`src/art_pkg.sv`:
```
// Shared types and constants for the aging result table.
package art_pkg;

    // Fixed field widths of the item ports and the lifetime
    localparam int ID_W   = 16;
    localparam int NOW_W  = 32;
    localparam int SLOT_W = 4;
    localparam int LIVE_W = 5;
    localparam int LIFE_W = 31;

    // Configuration port
    localparam int APB_ADDR_W = 3;
    localparam int APB_DATA_W = 32;
    localparam logic REG_LIFETIME = 1'b0;
    localparam logic [LIFE_W-1:0] LIFE_RESET = 31'd60;

    typedef enum logic [1:0] {
        CMD_LOOKUP   = 2'd0,
        CMD_REGISTER = 2'd1,
        CMD_REMOVE   = 2'd2,
        CMD_TICK     = 2'd3
    } cmd_t;

    typedef enum logic [1:0] {
        ST_IDLE    = 2'd0,
        ST_SCAN    = 2'd1,
        ST_COMMIT  = 2'd2,
        ST_DELIVER = 2'd3
    } state_t;

    // Controller to datapath
    typedef struct packed {
        logic start;
        logic scan_en;
        logic commit;
        logic load_out;
    } ctrl_cmd_t;

    // Datapath to controller
    typedef struct packed {
        logic scan_done;
        logic out_free;
    } ctrl_stat_t;

endpackage

```
`src/art_ctrl.sv`:
```
// Sequencing state machine for the aging result table.
module art_ctrl
    import art_pkg::*;
(
    input  logic       clk,
    input  logic       rst_n,
    input  logic       in_valid,
    output logic       in_ready,
    input  ctrl_stat_t stat,
    output ctrl_cmd_t  ctl
);

    state_t state_reg;
    state_t state_next;

    // Hold the state
    always_ff @(posedge clk or negedge rst_n)
    begin
        if (!rst_n)
        begin
            state_reg <= ST_IDLE;
        end
        else
        begin
            state_reg <= state_next;
        end
    end

    // Advance through accept, scan, commit and deliver
    always_comb
    begin
        state_next   = state_reg;
        in_ready     = 1'b0;
        ctl          = '0;
        case (state_reg)
            ST_IDLE:
            begin
                in_ready = 1'b1;
                if (in_valid)
                begin
                    ctl.start  = 1'b1;
                    state_next = ST_SCAN;
                end
            end
            ST_SCAN:
            begin
                ctl.scan_en = 1'b1;
                if (stat.scan_done)
                begin
                    state_next = ST_COMMIT;
                end
            end
            ST_COMMIT:
            begin
                ctl.commit = 1'b1;
                state_next = ST_DELIVER;
            end
            ST_DELIVER:
            begin
                if (stat.out_free)
                begin
                    ctl.load_out = 1'b1;
                    state_next   = ST_IDLE;
                end
            end
            default:
            begin
                state_next = ST_IDLE;
            end
        endcase
    end

endmodule

```
`src/art_datapath.sv`:
```
// Entry storage, serial scan, update and result register of the aging result table.
module art_datapath
    import art_pkg::*;
#(
    parameter int ENTRIES  = 16,
    parameter int KEY_BITS = 16
)
(
    input  logic              clk,
    input  logic              rst_n,
    input  ctrl_cmd_t         ctl,
    output ctrl_stat_t        stat,
    input  logic [1:0]        cmd,
    input  logic [ID_W-1:0]   subject_id,
    input  logic              outcome,
    input  logic [NOW_W-1:0]  now,
    input  logic [LIFE_W-1:0] lifetime,
    output logic              out_valid,
    input  logic              out_ready,
    output logic              hit,
    output logic [SLOT_W-1:0] slot,
    output logic              accepted,
    output logic [LIVE_W-1:0] live_count,
    output logic              stored_outcome
);

    localparam int IW = (ENTRIES > 1) ? $clog2(ENTRIES) : 1;
    localparam int CW = $clog2(ENTRIES + 1);

    typedef struct packed {
        logic [KEY_BITS-1:0] key;
        logic [NOW_W-1:0]    stamp;
        logic                outc;
    } entry_t;

    entry_t mem [ENTRIES];
    logic   valid_reg [ENTRIES];

    // Latched item
    cmd_t                cmd_reg;
    logic [KEY_BITS-1:0] key_reg;
    logic                outc_reg;
    logic [NOW_W-1:0]    now_reg;

    // Scan pipeline
    logic [CW-1:0] cnt_reg;
    logic          pipe_vld_reg;
    logic [IW-1:0] pipe_idx_reg;
    entry_t        rd_reg;

    // Scan trackers
    logic          found_reg;
    logic [IW-1:0] hit_idx_reg;
    logic          hit_outc_reg;
    logic          any_free_reg;
    logic [IW-1:0] free_idx_reg;

    logic [CW-1:0] live_reg;
    logic          out_valid_reg;
    logic          hit_reg;
    logic [SLOT_W-1:0] slot_reg;
    logic          acc_reg;
    logic [LIVE_W-1:0] live_out_reg;
    logic          so_reg;

    logic          issue;
    logic          scan_done;
    logic          is_tick;
    logic          expired;
    logic [NOW_W-1:0] age;
    logic          do_ins;
    logic          do_rem;
    logic [IW-1:0] slot_sel;

    assign scan_done = (cnt_reg == CW'(ENTRIES));
    assign issue     = ctl.scan_en && !scan_done;
    assign is_tick   = (cmd_reg == CMD_TICK);
    assign age       = now_reg - rd_reg.stamp;
    assign expired   = valid_reg[pipe_idx_reg] && (age >= {1'b0, lifetime});
    assign do_ins    = ctl.commit && (cmd_reg == CMD_REGISTER) && !found_reg && any_free_reg;
    assign do_rem    = ctl.commit && (cmd_reg == CMD_REMOVE) && found_reg;
    assign slot_sel  = found_reg ? hit_idx_reg : free_idx_reg;

    assign stat.scan_done = scan_done;
    assign stat.out_free  = !out_valid_reg || out_ready;

    // Latch the item on accept
    always_ff @(posedge clk)
    begin
        if (ctl.start)
        begin
            cmd_reg  <= cmd_t'(cmd);
            key_reg  <= KEY_BITS'(subject_id);
            outc_reg <= outcome;
            now_reg  <= now;
        end
    end

    // Memory: read one slot per scan cycle, write on insert
    always_ff @(posedge clk)
    begin
        if (issue)
        begin
            rd_reg <= mem[cnt_reg[IW-1:0]];
        end
        if (do_ins)
        begin
            mem[free_idx_reg] <= '{key: key_reg, stamp: now_reg, outc: outc_reg};
        end
    end

    // Advance the scan counter and the compare stage
    always_ff @(posedge clk or negedge rst_n)
    begin
        if (!rst_n)
        begin
            cnt_reg      <= '0;
            pipe_vld_reg <= 1'b0;
            pipe_idx_reg <= '0;
        end
        else
        begin
            if (ctl.start)
            begin
                cnt_reg <= '0;
            end
            else if (issue)
            begin
                cnt_reg <= cnt_reg + 1'b1;
            end
            pipe_vld_reg <= issue;
            if (issue)
            begin
                pipe_idx_reg <= cnt_reg[IW-1:0];
            end
        end
    end

    // Track the lowest hit and the highest free slot
    always_ff @(posedge clk or negedge rst_n)
    begin
        if (!rst_n)
        begin
            found_reg    <= 1'b0;
            hit_idx_reg  <= '0;
            hit_outc_reg <= 1'b0;
            any_free_reg <= 1'b0;
            free_idx_reg <= '0;
        end
        else if (ctl.start)
        begin
            found_reg    <= 1'b0;
            hit_idx_reg  <= '0;
            hit_outc_reg <= 1'b0;
            any_free_reg <= 1'b0;
            free_idx_reg <= '0;
        end
        else if (pipe_vld_reg && !is_tick)
        begin
            if (!valid_reg[pipe_idx_reg])
            begin
                any_free_reg <= 1'b1;
                free_idx_reg <= pipe_idx_reg;
            end
            else if (!found_reg && (rd_reg.key == key_reg))
            begin
                found_reg    <= 1'b1;
                hit_idx_reg  <= pipe_idx_reg;
                hit_outc_reg <= rd_reg.outc;
            end
        end
    end

    // Update valid bits: expire on tick, set on insert, clear on remove
    always_ff @(posedge clk or negedge rst_n)
    begin
        if (!rst_n)
        begin
            for (int i = 0; i < ENTRIES; i++)
            begin
                valid_reg[i] <= 1'b0;
            end
        end
        else
        begin
            if (pipe_vld_reg && is_tick && expired)
            begin
                valid_reg[pipe_idx_reg] <= 1'b0;
            end
            if (do_ins)
            begin
                valid_reg[free_idx_reg] <= 1'b1;
            end
            if (do_rem)
            begin
                valid_reg[hit_idx_reg] <= 1'b0;
            end
        end
    end

    // Keep the live entry count
    always_ff @(posedge clk or negedge rst_n)
    begin
        if (!rst_n)
        begin
            live_reg <= '0;
        end
        else if (do_ins)
        begin
            live_reg <= live_reg + 1'b1;
        end
        else if (do_rem || (pipe_vld_reg && is_tick && expired))
        begin
            live_reg <= live_reg - 1'b1;
        end
    end

    // Build the result on commit
    always_ff @(posedge clk)
    begin
        if (ctl.commit)
        begin
            hit_reg <= found_reg;
            slot_reg <= SLOT_W'(slot_sel);
            acc_reg <= do_ins || do_rem;
            so_reg  <= hit_outc_reg;
        end
    end

    // Hold the result until it is taken
    always_ff @(posedge clk or negedge rst_n)
    begin
        if (!rst_n)
        begin
            out_valid_reg <= 1'b0;
        end
        else if (ctl.load_out)
        begin
            out_valid_reg <= 1'b1;
        end
        else if (out_ready)
        begin
            out_valid_reg <= 1'b0;
        end
    end

    always_ff @(posedge clk)
    begin
        if (ctl.load_out)
        begin
            hit            <= hit_reg;
            slot           <= slot_reg;
            accepted       <= acc_reg;
            live_out_reg   <= LIVE_W'(live_reg);
            stored_outcome <= so_reg;
        end
    end

    assign out_valid  = out_valid_reg;
    assign live_count = live_out_reg;

endmodule

```
`src/aging_result_table_top.sv`:
```
// An accepted item goes through scan, commit and deliver to give its result;
// the next is taken once that result is loaded, held while the last is untaken;
// the serial scan reads one slot per cycle through the single entry memory port.
// Reset: valid bits and the live count clear at once, lifetime returns to 60;
// there is no clearing pass, so items are accepted right after reset.
module aging_result_table_top
    import art_pkg::*;
#(
    parameter int ENTRIES  = 16,
    parameter int KEY_BITS = 16
)
(
    input  logic                  clk,
    input  logic                  rst_n,
    input  logic                  in_valid,
    output logic                  in_ready,
    input  logic [1:0]            cmd,
    input  logic [ID_W-1:0]       subject_id,
    input  logic                  outcome,
    input  logic [NOW_W-1:0]      now,
    output logic                  out_valid,
    input  logic                  out_ready,
    output logic                  hit,
    output logic [SLOT_W-1:0]     slot,
    output logic                  accepted,
    output logic [LIVE_W-1:0]     live_count,
    output logic                  stored_outcome,
    input  logic                  psel,
    input  logic                  penable,
    input  logic                  pwrite,
    input  logic [APB_ADDR_W-1:0] paddr,
    input  logic [APB_DATA_W-1:0] pwdata,
    output logic [APB_DATA_W-1:0] prdata,
    output logic                  pready
);

    ctrl_cmd_t         ctl;
    ctrl_stat_t        stat;
    logic [LIFE_W-1:0] lifetime_reg;
    logic              reg_sel;

    assign pready  = 1'b1;
    assign reg_sel = (paddr[2] == REG_LIFETIME);

    // Write the lifetime register
    always_ff @(posedge clk or negedge rst_n)
    begin
        if (!rst_n)
        begin
            lifetime_reg <= LIFE_RESET;
        end
        else if (psel && penable && pwrite && pready && reg_sel)
        begin
            lifetime_reg <= pwdata[LIFE_W-1:0];
        end
    end

    // Read back
    assign prdata = reg_sel ? {1'b0, lifetime_reg} : '0;

    art_ctrl u_ctrl (
        .clk      (clk),
        .rst_n    (rst_n),
        .in_valid (in_valid),
        .in_ready (in_ready),
        .stat     (stat),
        .ctl      (ctl)
    );

    art_datapath #(
        .ENTRIES  (ENTRIES),
        .KEY_BITS (KEY_BITS)
    ) u_datapath (
        .clk            (clk),
        .rst_n          (rst_n),
        .ctl            (ctl),
        .stat           (stat),
        .cmd            (cmd),
        .subject_id     (subject_id),
        .outcome        (outcome),
        .now            (now),
        .lifetime       (lifetime_reg),
        .out_valid      (out_valid),
        .out_ready      (out_ready),
        .hit            (hit),
        .slot           (slot),
        .accepted       (accepted),
        .live_count     (live_count),
        .stored_outcome (stored_outcome)
    );

endmodule
```
`config.mk`:
```
export PLATFORM = sky130hd
export DESIGN_NAME = aging_result_table_top
export DESIGN_NICKNAME = d
export VERILOG_FILES = /design/src/art_pkg.sv /design/src/art_ctrl.sv /design/src/art_datapath.sv /design/src/aging_result_table_top.sv
export SDC_FILE = /design/constraint.sdc
export NUM_CORES = 1
export LEC_CHECK = 0
export BUFFER_PORTS_ARGS = -buffer_cell sky130_fd_sc_hd__buf_4
export CAP_MARGIN = 10
export CORE_ASPECT_RATIO = 0.6
export CORE_MARGIN = 2
export CORE_UTILIZATION = 29
export CTS_CLUSTER_DIAMETER = 80
export DETAILED_ROUTE_END_ITERATION = 12
export PLACE_DENSITY_LB_ADDON = 0.2
export SLEW_MARGIN = 10
export SYNTH_ARGS = -nofsm -noshare
export SYNTH_HDL_FRONTEND = slang
export SYNTH_SLANG_ARGS = --single-unit
```
`constraint.sdc`:
```
create_clock -name clk -period 8.4 [get_ports clk]
set_clock_uncertainty 0.15 [all_clocks]
set_input_delay 0 -clock clk [delete_from_list [all_inputs] [get_ports clk]]
set_output_delay 0 -clock clk [all_outputs]
set_load 0.05 [all_outputs]
```
==> flow_summary.json <==
{
  "reg2reg_to": "u_datapath.live_reg[2]",
  "post_cts_buffers": 0,
  "hp-class": "in2reg",
  "synth_common_cells": "edfxtp_1 (903), mux4_2 (247), nor2_1 (90)",
  "regToRegSetupSlack_ns": 2.50,
  "busiest_layer": "met2",
  "grt_pass1_wl_mm": 150,
  "clk_path_buf_depth": 3,
  "startpoint": "u_datapath.now_reg[0]",
  "tns_ns": 0,
  "rr_startpoint": "u_datapath.now_reg[0]",
  "tightest_slew_ns": 1.17,
  "htree_levels": 3,
  "grt_pass1_vias": 21600,
  "die_w_um": 480,
  "drt_iter0_drc": 1634,
  "synth.most_common_cell": "edfxtp_1",
  "die_h_um": 289,
  "switching_share_pct": 30.4,
  "yosys.area.top_type_share_pct": 68.9,
  "synthArstFlopShare_pct": 7.76,
  "dp_hpwl_mm": 57.3,
  "drc": 0,
  "start_util_pct": 29.3,
  "vias": 20500,
  "grt_use_met1_pct": 22.2,
  "finalSetupViolations": 0,
  "place_congestion": 0.749,
  "internal_power_mw": 10.2,
  "yosysUniqueCellTypes": 72,
  "hold_viol": 0,
  "worst_setup_path_end_kind": "register",
  "ys_seq_area_share_pct": 73.7,
  "nets": 2506,
  "maxCapViolCount": 0,
  "areaGrowthSynthToFinish_pct": 21.7,
  "synth_area_um2": 39400,
  "gr-total-overflow": 0,
  "critPathCapture": "u_datapath.live_reg[2]",
  "drive_above_1_share_pct": 26.5,
  "critPathKind": "reg2reg",
  "met2_usage_pct": 22.9,
  "ioPinCount": 140,
  "hold_ws_ns": 0.112,
  "yosys_warnings": 0,
  "fin_crit_sh_pct": 70.3,
  "wl_per_cell_um": 24.7,
  "ir_drop_mv": 0.196,
  "cts_num_sinks": 979,
  "rsz0062_at_grt": "no",
  "ant_nets": 0,
  "root_buffer": "clkbuf_16",
  "status": "finished, final reports clean",
  "synthTopCellsByArea": "edfxtp_1 (69%), mux4_2 (14%), dfrtp_1 (4.6%), ha_1 (2.3%), mux2_2 (1.0%)",
  "crit_arrival_ns": 6.33,
  "startpoint_type": "register",
  "p_leak_nw": 15.9,
  "fmax_ghz": 0.169,
  "ys_ff_latch": 979,
  "firstDrtPassIters": 5,
  "antenna_found_initial": 1,
  "avgSynthCellArea_um2": 20.2,
  "die_area_um2": 139000,
  "r2r_cells": 18,
  "grtUsageTotal_pct": 15.0,
  "synth-edff-count": 903,
  "worst_ep_required_time_ns": 8.82,
  "clk_latency_ns": 0.70,
  "cts_tree": "built",
  "synth_flop_cell": "edfxtp_1",
  "path_clk_slew_ns": 0.06,
  "port-buffer-count": 134,
  "power.switching_mw": 4.45,
  "p_clk_share_pct": 30.1,
  "slew_violations": 0,
  "finalPower_mw": 14.6,
  "vias_per_cell": 4.86,
  "grt_use_met3_pct": 2.93,
  "routed_wl_mm": 104,
  "power_frac_comb_pct": 26.5,
  "p_per_area_nw_per_um2": 305,
  "syn_inst": 1949,
  "rows": 104,
  "synth_nets": 2115,
  "min_period_ns": 5.90,
  "slew_headroom_pct": 21.8,
  "numCtsBuffers": 93,
  "p_seq_share_pct": 43.5,
  "path_max_fanout": 17,
  "synth_top_cell_by_area": "edfxtp_1",
  "coreArea_um2": 134000,
  "grt_max_degree": 133,
  "largest_register_ffs": 784
}
-- worst min path at each step --
stage | startpoint | endpoint | slack (ns) | depth (start not counted)
finish | in_valid | u_ctrl.state_reg[0] | 0.11 | 4
detailed placement | rst_n | u_datapath.live_reg[2] | -0.21 | 1
CTS | in_valid | u_ctrl.state_reg[0] | 0.07 | 4
global route | in_valid | u_ctrl.state_reg[0] | 0.13 | 4
global placement | rst_n | u_datapath.live_reg[2] | -0.21 | 1
floorplan | rst_n | lifetime_reg[0] | -0.45 | 0
-- metal layers --
layer,wire [um],vias to the layer above,part of all wire (%)
li1,-,8739,-
met1,50200,11100,48
met2,47000,575,45
met3,5010,147,4.8
met4,2110,0,2.0
met5,0,-,0
-- per-stage QoR --
stage          cell area, um2  instances  setup WS (ns)  util, %
4_1_cts                 47900       4222           2.58     35.6
2_1_floorplan           39400       1949           2.60        -
3_5_place_dp            42700       3846           2.61     31.8
3_3_place_gp            42700       3846           2.64     31.8
5_1_grt                 47900       4223           2.31     35.6
6_report                47900       4223           2.50     35.6
-- power groups by stage --
stage               Combinational (mW)  Sequential, mW  Clock, mW
floorplan                         2.78            6.23          0
global placement                  3.77            6.44          0
detailed placement                3.80            6.47          0
CTS                               3.93            6.37       4.52
global route                      4.26            6.43       4.70
finish                            3.87            6.36       4.40
-- kinds of logic after synthesis --
kind of cell	share of synthesized area, %
compound gates	2.92
buf+inv	1.52
simple gates	2.69
other cells	0.0191
mux	15.7
flops	73.7
xor+xnor	1.09
fa+ha+maj	2.36
-- layout by cell type (no fill, tap or decap), types with 16 or more instances in the layout --
master / netlist / layout
a21oi_1: 48 / 48
buf_4: 3 / 171
clkbuf_16: 0 / 99
clkinv_1: 0 / 20
clkinv_2: 0 / 17
dfrtp_1: 72 / 68
dlygate4sd3_1: 0 / 200
edfxtp_1: 903 / 903
ha_1: 71 / 71
inv_1: 77 / 76
mux2_2: 35 / 35
mux4_2: 247 / 247
nand2_1: 48 / 48
nor2_1: 90 / 78
o21ai_0: 28 / 28
xnor2_1: 31 / 31
xor2_1: 16 / 16
-- critical path: stages (launching register included) --
cell and delay (ns):
edfxtp_1 0.60, inv_1 0.13, ha_1 0.17, inv_1 0.06, fa_1 0.40, a21o_1 0.20, a31o_2 0.29, a32oi_2 0.51
a21oi_1 0.21, o21a_1 0.21, nor2_1 0.11, xnor2_1 0.14, ha_1 0.26, and3_1 0.17, a221o_1 0.30, a221oi_1 0.73
o31a_2 0.50, o211ai_2 0.27, mux2_4 0.38
-- what timing repair did --
action	CTS	global route
endpoints found under the setup margin	0	0
gates resized for setup	0	0
hold buffers	201	0
endpoints found under the hold margin	194	0
-- area by class of cell --
cell class | instances | area (um2)
inverters | 77 | 289
clock buffers | 114 | 2540
multi-input cells | 816 | 9850
well taps | 1802 | 2250
fillers | 12400 | 86500
diodes | 1 | 2.50
flip-flops and latches | 979 | 29000
clock inverters | 61 | 609
repair buffers | 373 | 3330
No activity file was read; power rests on OpenSTA's default activity.
